**config.mk**
```make
export PLATFORM = sky130hd
export DESIGN_NAME = first_fit_page_range_allocator_flat
export DESIGN_NICKNAME = d
export VERILOG_FILES = /design/src/hw/rtl/ffpa_pkg.sv /design/src/hw/rtl/ffpa_if.sv /design/src/hw/rtl/ffpa_ram.sv /design/src/hw/rtl/ffpa_addcmp.sv /design/src/hw/rtl/first_fit_page_range_allocator.sv /design/src/flat_wrapper.sv
export SDC_FILE = /design/constraint.sdc
export NUM_CORES = 2
export LEC_CHECK = 0
export ABC_AREA = 1
export BUFFER_PORTS_ARGS = -buffer_cell sky130_fd_sc_hd__buf_2
export CAP_MARGIN = 25
export CORE_UTILIZATION = 44
export DETAILED_ROUTE_END_ITERATION = 8
export SLEW_MARGIN = 15
export SYNTH_ARGS = -nofsm -noshare
export SYNTH_HDL_FRONTEND = slang
export SYNTH_SLANG_ARGS = --single-unit
```
**constraint.sdc**
```tcl
create_clock -name clk -period 66.3 [get_ports clk]
set_input_delay 6.63 -clock clk [delete_from_list [all_inputs] [get_ports clk]]
set_output_delay 6.63 -clock clk [all_outputs]
set_load 0.02 [all_outputs]
```
**src/hw/rtl/ffpa_pkg.sv**
```systemverilog
package ffpa_pkg;

	// Field widths
	localparam int PAGE_W   = 10;
	localparam int CNT_W    = 11;
	localparam int SUM_W    = 12;
	localparam int STATUS_W = 2;

	// heap_pages value after reset
	localparam logic [CNT_W-1:0] HEAP_RESET = 11'd1024;

	// Request opcodes
	localparam logic OP_ALLOC = 1'b0;
	localparam logic OP_FREE  = 1'b1;

	// Result status codes
	localparam logic [STATUS_W-1:0] ST_DONE      = 2'd0;
	localparam logic [STATUS_W-1:0] ST_NO_ROOM   = 2'd1;
	localparam logic [STATUS_W-1:0] ST_ZERO_SIZE = 2'd2;

	// Per-page entry of the mark store
	typedef struct packed {
		logic start;
		logic mark;
	} mark_t;

	// Operands of the shared add/compare unit
	typedef struct packed {
		logic [CNT_W-1:0] a;
		logic [CNT_W-1:0] b;
		logic [SUM_W-1:0] c;
	} unit_op_t;

	typedef struct packed {
		logic [SUM_W-1:0] sum;
		logic             ge;
	} unit_res_t;

endpackage

```
**src/hw/rtl/ffpa_if.sv**
```systemverilog
// Request channel into the allocator
interface ffpa_req_if;
	import ffpa_pkg::*;
	logic                valid;
	logic                ready;
	logic                op;
	logic [CNT_W-1:0]    size_pages;
	logic [PAGE_W-1:0]   page_index;

	modport source (output valid, op, size_pages, page_index, input ready);
	modport sink   (input valid, op, size_pages, page_index, output ready);
endinterface

// Result channel out of the allocator
interface ffpa_rsp_if;
	import ffpa_pkg::*;
	logic                valid;
	logic                ready;
	logic [STATUS_W-1:0] status;
	logic [PAGE_W-1:0]   alloc_page;
	logic [CNT_W-1:0]    freed_count;

	modport source (output valid, status, alloc_page, freed_count, input ready);
	modport sink   (input valid, status, alloc_page, freed_count, output ready);
endinterface

```
**src/hw/rtl/ffpa_ram.sv**
```systemverilog
module ffpa_ram #(
	parameter int WIDTH = 2,
	parameter int DEPTH = 1024
) (
	input  logic                                        clk,
	input  logic                                        we,
	input  logic [((DEPTH > 1) ? $clog2(DEPTH) : 1)-1:0] waddr,
	input  logic [WIDTH-1:0]                            wdata,
	input  logic [((DEPTH > 1) ? $clog2(DEPTH) : 1)-1:0] raddr,
	output logic [WIDTH-1:0]                            rdata
);

	logic [WIDTH-1:0] mem_q [DEPTH];

	// One write port, one registered read port
	always_ff @(posedge clk) begin
		if (we) begin
			mem_q[waddr] <= wdata;
		end
		rdata <= mem_q[raddr];
	end

endmodule

```
**src/hw/rtl/ffpa_addcmp.sv**
```systemverilog
module ffpa_addcmp (
	input  ffpa_pkg::unit_op_t  op_in,
	output ffpa_pkg::unit_res_t res
);
	import ffpa_pkg::*;

	logic [SUM_W-1:0] sum;

	// Shared adder with a greater-or-equal check on the sum
	assign sum     = SUM_W'(op_in.a) + SUM_W'(op_in.b);
	assign res.sum = sum;
	assign res.ge  = (sum >= op_in.c);

endmodule

```
**src/hw/rtl/first_fit_page_range_allocator.sv**
```systemverilog
// Allocate: accept, a scan below top (cut short on an early fit), a top check when nothing
//   fits, marking of size_pages pages, then post.
// Free: accept, read, clear pages, then a trim read and a trim that drops pages (only
//   the read when top is 0), then post. One request at a time; the next is taken while the
//   previous result waits for ready.
// Reset: top, control and the fill mark cleared (unwritten pages read free), heap_pages 1024.
module first_fit_page_range_allocator #(
	parameter int PAGE_COUNT = 1024
) (
	input  logic                        clk,
	input  logic                        arst_n,
	input  logic                        cfg_wen,
	input  logic [ffpa_pkg::CNT_W-1:0]  cfg_wdata,
	ffpa_req_if.sink                    req,
	ffpa_rsp_if.source                  rsp
);
	import ffpa_pkg::*;

	localparam int AW    = (PAGE_COUNT > 1) ? $clog2(PAGE_COUNT) : 1;
	localparam int CAP_I = (PAGE_COUNT < 2047) ? PAGE_COUNT : 2047;
	localparam logic [CNT_W-1:0] LIM_CAP = CNT_W'(CAP_I);

	typedef enum logic [8:0] {
		S_IDLE    = 9'b000000001,
		S_SCAN    = 9'b000000010,
		S_CHECK   = 9'b000000100,
		S_MARK    = 9'b000001000,
		S_FREE_RD = 9'b000010000,
		S_FREE    = 9'b000100000,
		S_TRIM_RD = 9'b001000000,
		S_TRIM    = 9'b010000000,
		S_DONE    = 9'b100000000
	} state_t;

	state_t              state_q;
	logic [CNT_W-1:0]    heap_q;
	logic [CNT_W-1:0]    top_q;
	logic [CNT_W-1:0]    hwm_q;
	logic [CNT_W-1:0]    p_q;
	logic                pend_q;
	logic [CNT_W-1:0]    run_q;
	logic [CNT_W-1:0]    rstart_q;
	logic [CNT_W-1:0]    start_q;
	logic [CNT_W-1:0]    n_q;
	logic [PAGE_W-1:0]   first_q;
	logic [CNT_W-1:0]    cnt_q;
	logic [CNT_W-1:0]    rem_q;
	logic                head_q;
	logic [STATUS_W-1:0] status_q;
	logic [CNT_W-1:0]    rd_page_q;
	logic                out_valid_q;
	logic [STATUS_W-1:0] out_status_q;
	logic [PAGE_W-1:0]   out_page_q;
	logic [CNT_W-1:0]    out_cnt_q;

	logic [CNT_W-1:0]    lim;
	logic [CNT_W-1:0]    rd_addr;
	mark_t               rdata;
	mark_t               d;
	logic                d_free;
	unit_op_t            u_op;
	unit_res_t           u_res;
	logic                we;
	mark_t               wdata;
	logic                scan_hit;
	logic                issue_ok;
	logic                free_go;

	// Effective heap limit
	assign lim = (heap_q > LIM_CAP) ? LIM_CAP : heap_q;

	// Mark store
	ffpa_ram #(
		.WIDTH($bits(mark_t)),
		.DEPTH(PAGE_COUNT)
	) u_marks (
		.clk  (clk),
		.we   (we),
		.waddr(AW'(p_q)),
		.wdata(wdata),
		.raddr(AW'(rd_addr)),
		.rdata(rdata)
	);

	// Pages at or above the fill mark were never written: they read as free
	assign d      = (rd_page_q < hwm_q) ? rdata : '0;
	assign d_free = !d.mark;

	// Read address per step
	always_comb begin
		unique case (state_q)
			S_FREE:    rd_addr = p_q + 11'd1;
			S_TRIM_RD: rd_addr = top_q - 11'd1;
			S_TRIM:    rd_addr = top_q - 11'd2;
			default:   rd_addr = p_q;
		endcase
	end

	// Shared add/compare operands
	always_comb begin
		u_op = '0;
		unique case (state_q)
			S_SCAN: begin
				u_op.a = run_q;
				u_op.b = 11'd1;
				u_op.c = SUM_W'(n_q);
			end
			S_CHECK: begin
				u_op.a = top_q;
				u_op.b = n_q;
				u_op.c = SUM_W'(lim) + 12'd1;
			end
			S_FREE: begin
				u_op.a = cnt_q;
				u_op.b = 11'd1;
			end
			default: u_op = '0;
		endcase
	end

	ffpa_addcmp u_unit (
		.op_in(u_op),
		.res  (u_res)
	);

	// Step decisions
	assign scan_hit = pend_q && d_free && u_res.ge;
	assign issue_ok = (p_q < top_q);
	assign free_go  = (p_q < lim) &&
		((p_q == CNT_W'(first_q)) || (d.mark && !d.start));

	// Store writes: mark a range, or clear one page
	assign we          = (state_q == S_MARK) || ((state_q == S_FREE) && free_go);
	assign wdata.mark  = (state_q == S_MARK);
	assign wdata.start = (state_q == S_MARK) && head_q;

	// Handshakes
	assign req.ready       = (state_q == S_IDLE);
	assign rsp.valid       = out_valid_q;
	assign rsp.status      = out_status_q;
	assign rsp.alloc_page  = out_page_q;
	assign rsp.freed_count = out_cnt_q;

	// Result register: loaded from the done step once it is free
	always_ff @(posedge clk or negedge arst_n) begin
		if (!arst_n) begin
			out_valid_q <= 1'b0;
		end else if ((state_q == S_DONE) && (!out_valid_q || rsp.ready)) begin
			out_valid_q  <= 1'b1;
			out_status_q <= status_q;
			out_page_q   <= start_q[PAGE_W-1:0];
			out_cnt_q    <= cnt_q;
		end else if (rsp.ready) begin
			out_valid_q <= 1'b0;
		end
	end

	// Sequencer
	always_ff @(posedge clk or negedge arst_n) begin
		if (!arst_n) begin
			state_q     <= S_IDLE;
			heap_q      <= HEAP_RESET;
			top_q       <= '0;
			hwm_q       <= '0;
			pend_q      <= 1'b0;
			rd_page_q   <= '0;
		end else begin
			rd_page_q <= rd_addr;
			if (cfg_wen) begin
				heap_q <= cfg_wdata;
			end
			unique case (state_q)
				S_IDLE: begin
					if (req.valid) begin
						n_q      <= req.size_pages;
						first_q  <= req.page_index;
						start_q  <= '0;
						cnt_q    <= '0;
						run_q    <= '0;
						pend_q   <= 1'b0;
						if (req.op == OP_FREE) begin
							status_q <= ST_DONE;
							p_q      <= CNT_W'(req.page_index);
							state_q  <= S_FREE_RD;
						end else if (req.size_pages == '0) begin
							status_q <= ST_ZERO_SIZE;
							state_q  <= S_DONE;
						end else begin
							status_q <= ST_DONE;
							p_q      <= '0;
							state_q  <= S_SCAN;
						end
					end
				end
				S_SCAN: begin
					// evaluate the page read last cycle
					if (pend_q) begin
						if (d_free) begin
							run_q <= u_res.sum[CNT_W-1:0];
							if (run_q == '0) begin
								rstart_q <= rd_page_q;
							end
						end else begin
							run_q <= '0;
						end
					end
					if (scan_hit) begin
						start_q <= (run_q == '0) ? rd_page_q : rstart_q;
						p_q     <= (run_q == '0) ? rd_page_q : rstart_q;
						rem_q   <= n_q;
						head_q  <= 1'b1;
						state_q <= S_MARK;
					end else if (issue_ok) begin
						p_q    <= p_q + 11'd1;
						pend_q <= 1'b1;
					end else begin
						pend_q <= 1'b0;
						if (!pend_q) begin
							state_q <= S_CHECK;
						end
					end
				end
				S_CHECK: begin
					// grow at top unless the limit would be passed
					if (u_res.ge) begin
						status_q <= ST_NO_ROOM;
						state_q  <= S_DONE;
					end else begin
						start_q <= top_q;
						p_q     <= top_q;
						top_q   <= u_res.sum[CNT_W-1:0];
						rem_q   <= n_q;
						head_q  <= 1'b1;
						state_q <= S_MARK;
					end
				end
				S_MARK: begin
					if (p_q == hwm_q) begin
						hwm_q <= hwm_q + 11'd1;
					end
					p_q    <= p_q + 11'd1;
					rem_q  <= rem_q - 11'd1;
					head_q <= 1'b0;
					if (rem_q == 11'd1) begin
						state_q <= S_DONE;
					end
				end
				S_FREE_RD: begin
					state_q <= S_FREE;
				end
				S_FREE: begin
					if (free_go) begin
						cnt_q <= u_res.sum[CNT_W-1:0];
						p_q   <= p_q + 11'd1;
					end else begin
						state_q <= S_TRIM_RD;
					end
				end
				S_TRIM_RD: begin
					state_q <= (top_q == '0) ? S_DONE : S_TRIM;
				end
				S_TRIM: begin
					// lower top over free pages directly below it
					if ((top_q != '0) && d_free) begin
						top_q <= top_q - 11'd1;
					end else begin
						state_q <= S_DONE;
					end
				end
				S_DONE: begin
					if (!out_valid_q || rsp.ready) begin
						state_q <= S_IDLE;
					end
				end
				default: state_q <= S_IDLE;
			endcase
		end
	end

	// Between requests top never lies above the fill mark
	a_top_fill: assert property (@(posedge clk) disable iff (!arst_n)
		(state_q == S_IDLE) |-> (top_q <= hwm_q))
		else $error("top above fill mark while idle");

	// The store is written only while marking or clearing
	a_write_state: assert property (@(posedge clk) disable iff (!arst_n)
		we |-> ((state_q == S_MARK) || (state_q == S_FREE)))
		else $error("mark store written outside mark/free");

	// A failed allocate reports no page and no count
	a_fail_fields: assert property (@(posedge clk) disable iff (!arst_n)
		(rsp.valid && (rsp.status != ST_DONE)) |->
			((rsp.alloc_page == '0) && (rsp.freed_count == '0)))
		else $error("failed request carries page or count");

	// In the cycle after a request is taken the block is busy
	a_busy_after_accept: assert property (@(posedge clk) disable iff (!arst_n)
		(req.valid && req.ready) |=> !req.ready)
		else $error("request taken while previous one in flight");

endmodule

```
**src/flat_wrapper.sv**
```systemverilog
// flat-port wrapper written by rule: the top's interface ports become plain ports
module first_fit_page_range_allocator_flat import ffpa_pkg::*;
#(
	parameter int PAGE_COUNT = 1024
)
  (clk, arst_n, cfg_wen, cfg_wdata, req_valid, req_op, req_size_pages, req_page_index, req_ready, rsp_valid, rsp_status, rsp_alloc_page, rsp_freed_count, rsp_ready);
  ffpa_req_if req_i ();
  ffpa_rsp_if rsp_i ();
  input  logic clk;
  input  logic arst_n;
  input  logic cfg_wen;
  input  logic [ffpa_pkg::CNT_W-1:0] cfg_wdata;
  input wire logic [$bits(req_i.valid)-1:0] req_valid;
  input wire logic [$bits(req_i.op)-1:0] req_op;
  input wire logic [$bits(req_i.size_pages)-1:0] req_size_pages;
  input wire logic [$bits(req_i.page_index)-1:0] req_page_index;
  output wire logic [$bits(req_i.ready)-1:0] req_ready;
  output wire logic [$bits(rsp_i.valid)-1:0] rsp_valid;
  output wire logic [$bits(rsp_i.status)-1:0] rsp_status;
  output wire logic [$bits(rsp_i.alloc_page)-1:0] rsp_alloc_page;
  output wire logic [$bits(rsp_i.freed_count)-1:0] rsp_freed_count;
  input wire logic [$bits(rsp_i.ready)-1:0] rsp_ready;
  assign req_i.valid = req_valid;
  assign req_i.op = req_op;
  assign req_i.size_pages = req_size_pages;
  assign req_i.page_index = req_page_index;
  assign req_ready = req_i.ready;
  assign rsp_valid = rsp_i.valid;
  assign rsp_status = rsp_i.status;
  assign rsp_alloc_page = rsp_i.alloc_page;
  assign rsp_freed_count = rsp_i.freed_count;
  assign rsp_i.ready = rsp_ready;
  first_fit_page_range_allocator #(.PAGE_COUNT(PAGE_COUNT)) u_core (.clk(clk), .arst_n(arst_n), .cfg_wen(cfg_wen), .cfg_wdata(cfg_wdata), .req(req_i), .rsp(rsp_i));
endmodule
```
==> flow_metrics.py <==
metrics = {
    "yosys": {
        "synth_top_family_by_area": "simple AND/OR/NAND/NOR gates",
        "synthTopCellsByArea": "edfxtp_1 (64%), nand3_1 (8.0%), nand2_1 (7.8%)",
        "yosysSeqAreaShare_pct": 65.0,
        "synthDistinctLibCells": 55,
        "synth_fp_nets": 10240,
        "synth_compound_gate_area_share_pct": 3.73,
        "yosys.area_share.xor_xnor_pct": 0.421,
        "synthSimpleGateAreaFrac_pct": 21.4,
        "ys_ff_latch": 2217,
        "synthArstFlopShare_pct": 2.48,
        "netlist_instances": 10137,
        "synth_warnings": 0,
        "synthAdderAreaFrac_pct": 0.805,
        "synth_edf_count": 2160,
        "ys.flop_type": "edfxtp_1",
        "avgSynthCellArea_um2": 10.1,
        "synth.top_cell.area_share_pct": 63.6,
        "synthMuxAreaShare_pct": 0.0895,
        "yosysTopAreaCell": "edfxtp_1",
        "syn_area_um2": 102000,
    },
    "global_route": {
        "antenna_found_initial": 8,
        "grt_pass1_vias": 69340,
        "grt_util_met3_pct": 3.32,
        "top_usage_layer": "met2",
        "grt_usage_pct": 25.1,
        "use_met1_pct": 33.8,
        "grt_pass1_wl_um": 438000,
        "grt_max_degree": 219,
        "grt.overflow.total": 0,
        "grtUsageMet2_pct": 42.0,
    },
    "timing": {
        "skew_ns": 0.0370,
        "rsz0062_at_grt": "false",
        "fmax_mhz": 109,
        "tns_ns": 0,
        "tightest_slew_ns": 1.15,
        "hold_viol": 0,
        "final.setup.worst_slack_ns": 57.16,
        "max_slew_margin_pct": 23.2,
        "hold_ws_ns": 0.419,
        "final-setup-viol-count": 0,
        "finalCritPeriodShare_pct": 13.8,
        "slew_viol_final": 0,
        "min_period_ns": 9.14,
    },
    "clocking": {
        "cts_tree": "yes",
        "clock-sinks": 2217,
        "clockBufferDepth": 3,
        "clock_latency_ns": 0.88,
        "cts-root-buf": "clkbuf_16",
        "cts_resized": 0,
        "clkSlewWorstSetupHoldPaths_ns": 0.06,
        "cts_made_buffers": 224,
        "post_cts_buffers": 0,
        "htree_num_levels": 4,
        "cts-hold-fix-buffers": 0,
    },
    "die": {
        "die_w_um": 483,
        "die-area_um2": 234000,
        "die_y_um": 483,
        "initial_core_util_pct": 44.3,
        "pin_count": 63,
        "row_count": 176,
        "core_um2": 230000,
    },
    "finish": {
        "multi_input_area_um2": 27500,
        "syn_to_final_growth_pct": 9.79,
        "final_layout_size_suffix_gt1_share_pct": 6.00,
        "fillers": 21013,
        "nNetsFinal": 10004,
        "design_area_um2": 112000,
        "seqCellArea_um2": 66300,
        "final_cell_mix": "edfxtp_1 (2160), nand2_1 (2109), nand3_1 (1605)",
        "mostFrequentLayoutCell": "edfxtp_1",
    },
    "run": {
        "drv_cap": 0,
    },
    "worst_setup_path": {
        "reg2reg_to": "u_core.p_q[0]$_DFFE_PP_",
        "ff2ff_path_depth": 36,
        "crit_start": "u_core.state_q[6]$_DFFE_PN0P_",
        "r2r-start": "u_core.state_q[6]$_DFFE_PN0P_",
        "crit_path_end": "req_ready",
        "worstSetupPathType": "flip-flop to primary output",
        "critPathCaptureType": "primary output",
        "arrival_ns": 2.51,
        "crit_required_ns": 59.67,
        "start_kind": "flip-flop",
        "r2r_slack_ns": 58.45,
        "cp_max_fo": 7,
    },
    "drt": {
        "ant_nets": 0,
        "wl_per_cell_um": 22.7,
        "drc_errors": 0,
        "drt-initial-drc-count": 7843,
        "wl_um": 298000,
        "vias": 72093,
        "drtPass1Iterations": 7,
        "avgViaCountPerCell": 5.50,
    },
    "worst_hold_path": {
        "hold_path_class": "flip-flop to flip-flop",
    },
    "pwr": {
        "leakage_uw": 0.0437,
        "peakVddDrop_mv": 0.0389,
        "powerDensity_nw_per_um2": 38.0,
    },
    "placed_design": {
        "dp_hpwl_um": 157000,
        "io_buffers": 62,
        "globalplace.congestion": 0.895,
        "dpl_cell_area_um2": 105000,
        "dp_slack_ns": 57.06,
    },
    "run_status": {
        "outcome": "finished, final reports clean",
    },
}
## registers in the layout, indices dropped and copies added, names as in the netlist, 2 cells and up
| name | count |
|---|---|
| u_core.start_q | 10 |
| u_core.run_q | 11 |
| u_core.state_q | 9 |
| u_core.rstart_q | 11 |
| u_core.heap_q | 11 |
| u_core.u_marks.rdata | 2 |
| u_core.top_q | 11 |
| u_core.hwm_q | 11 |
| u_core.first_q | 10 |
| u_core.u_marks.mem_q | 2048 |
| u_core.rsp.alloc_page | 10 |
| u_core.cnt_q | 11 |
| u_core.rsp.status | 2 |
| u_core.rd_page_q | 11 |
| u_core.status_q | 2 |
| u_core.rsp.freed_count | 11 |
| u_core.n_q | 11 |
| u_core.rem_q | 11 |
| u_core.p_q | 11 |
## worst max-delay path, cell delays in order (launching register included)
cell,delay (ns)
dfrtp_1,0.43
nor2_1,0.19
inv_1,0.06
nor2_1,0.23
inv_1,0.15
nor4_1,0.22
buf_4,0.20
buf_2,0.16
## power breakdown
part | internal, µW | total, µW | switching, µW
clock network | 700 | 1240 | 542
registers | 1560 | 1590 | 28.1
logic | 385 | 1430 | 1040
total | 2650 | 4260 | 1610
## synthesized netlist by cell type, types with 2 or more instances
cell type and number:
nand2_2 3, a21oi_1 46, dfstp_2 2, buf_1 52, nand3b_1 124, clkinv_1 2, nand2_1 2123, xor2_1 35
clkbuf_1 298, edfxtp_1 2160, o22ai_1 8, nor2_4 2, a31oi_1 6, nor2_1 1152, o2111ai_1 12, buf_2 281
a221o_1 2, buf_6 30, mux2i_1 8, o211ai_1 368, o21a_1 4, dfrtp_1 53, dfxtp_1 2, xnor2_1 14
nor3_1 46, a32oi_1 2, ha_1 64, o32ai_1 3, inv_2 7, inv_1 1449, nand4_1 9, nand3_1 1625
o21bai_1 5, buf_4 23, o21ai_0 78, nor4_1 15, or2_2 5, a2111oi_0 2
## cells by family after synthesis
kind of cell    after synthesis
simple gates               5109
flops                      2217
buf+inv                    2142
compound gates              545
fa+ha+maj                    65
xor+xnor                     49
mux                           9
other cells                   1
## per-stage QoR
step / total power (µW) / util (%) / cells
2_1_floorplan: 2620 / - / 10137
3_3_place_gp: 3010 / 45.5 / 12687
3_5_place_dp: 3030 / 45.6 / 12699
4_1_cts: 4260 / 48.6 / 13113
5_1_grt: 4460 / 48.7 / 13116
6_report: 4260 / 48.7 / 13118
## final cells by class
class	instances	area share, %
Inverter	1458	4.92
Antenna cell	3	0.00670
Sequential cell	2217	59.2
Multi-Input combinational cell	5778	24.5
Clock inverter	127	1.02
Timing Repair Buffer	222	1.65
Clock buffer	287	5.30
Tap cell	3026	3.38
## routing by layer
layer	up-vias	wire length, µm
met5	-	43
met4	6	9340
met3	521	23500
met2	2797	142000
met1	35434	123000
li1	33335	-
## worst min-delay path by stage
stage                     cells past startpoint  slack, ns                            endpoint                         from
after floorplan                               0       0.40  u_core.rsp.alloc_page[0]$_DFFE_PP_  u_core.start_q[0]$_DFFE_PP_
after global placement                        0       0.41  u_core.rsp.alloc_page[5]$_DFFE_PP_  u_core.start_q[5]$_DFFE_PP_
after detailed placement                      0       0.41  u_core.rsp.alloc_page[4]$_DFFE_PP_  u_core.start_q[4]$_DFFE_PP_
after CTS                                     0       0.42  u_core.rsp.alloc_page[4]$_DFFE_PP_  u_core.start_q[4]$_DFFE_PP_
after global routing                          0       0.44  u_core.rsp.alloc_page[4]$_DFFE_PP_  u_core.start_q[4]$_DFFE_PP_
final                                         0       0.42  u_core.rsp.alloc_page[4]$_DFFE_PP_  u_core.start_q[4]$_DFFE_PP_
Note: power is estimated with default switching activity, not from simulation.
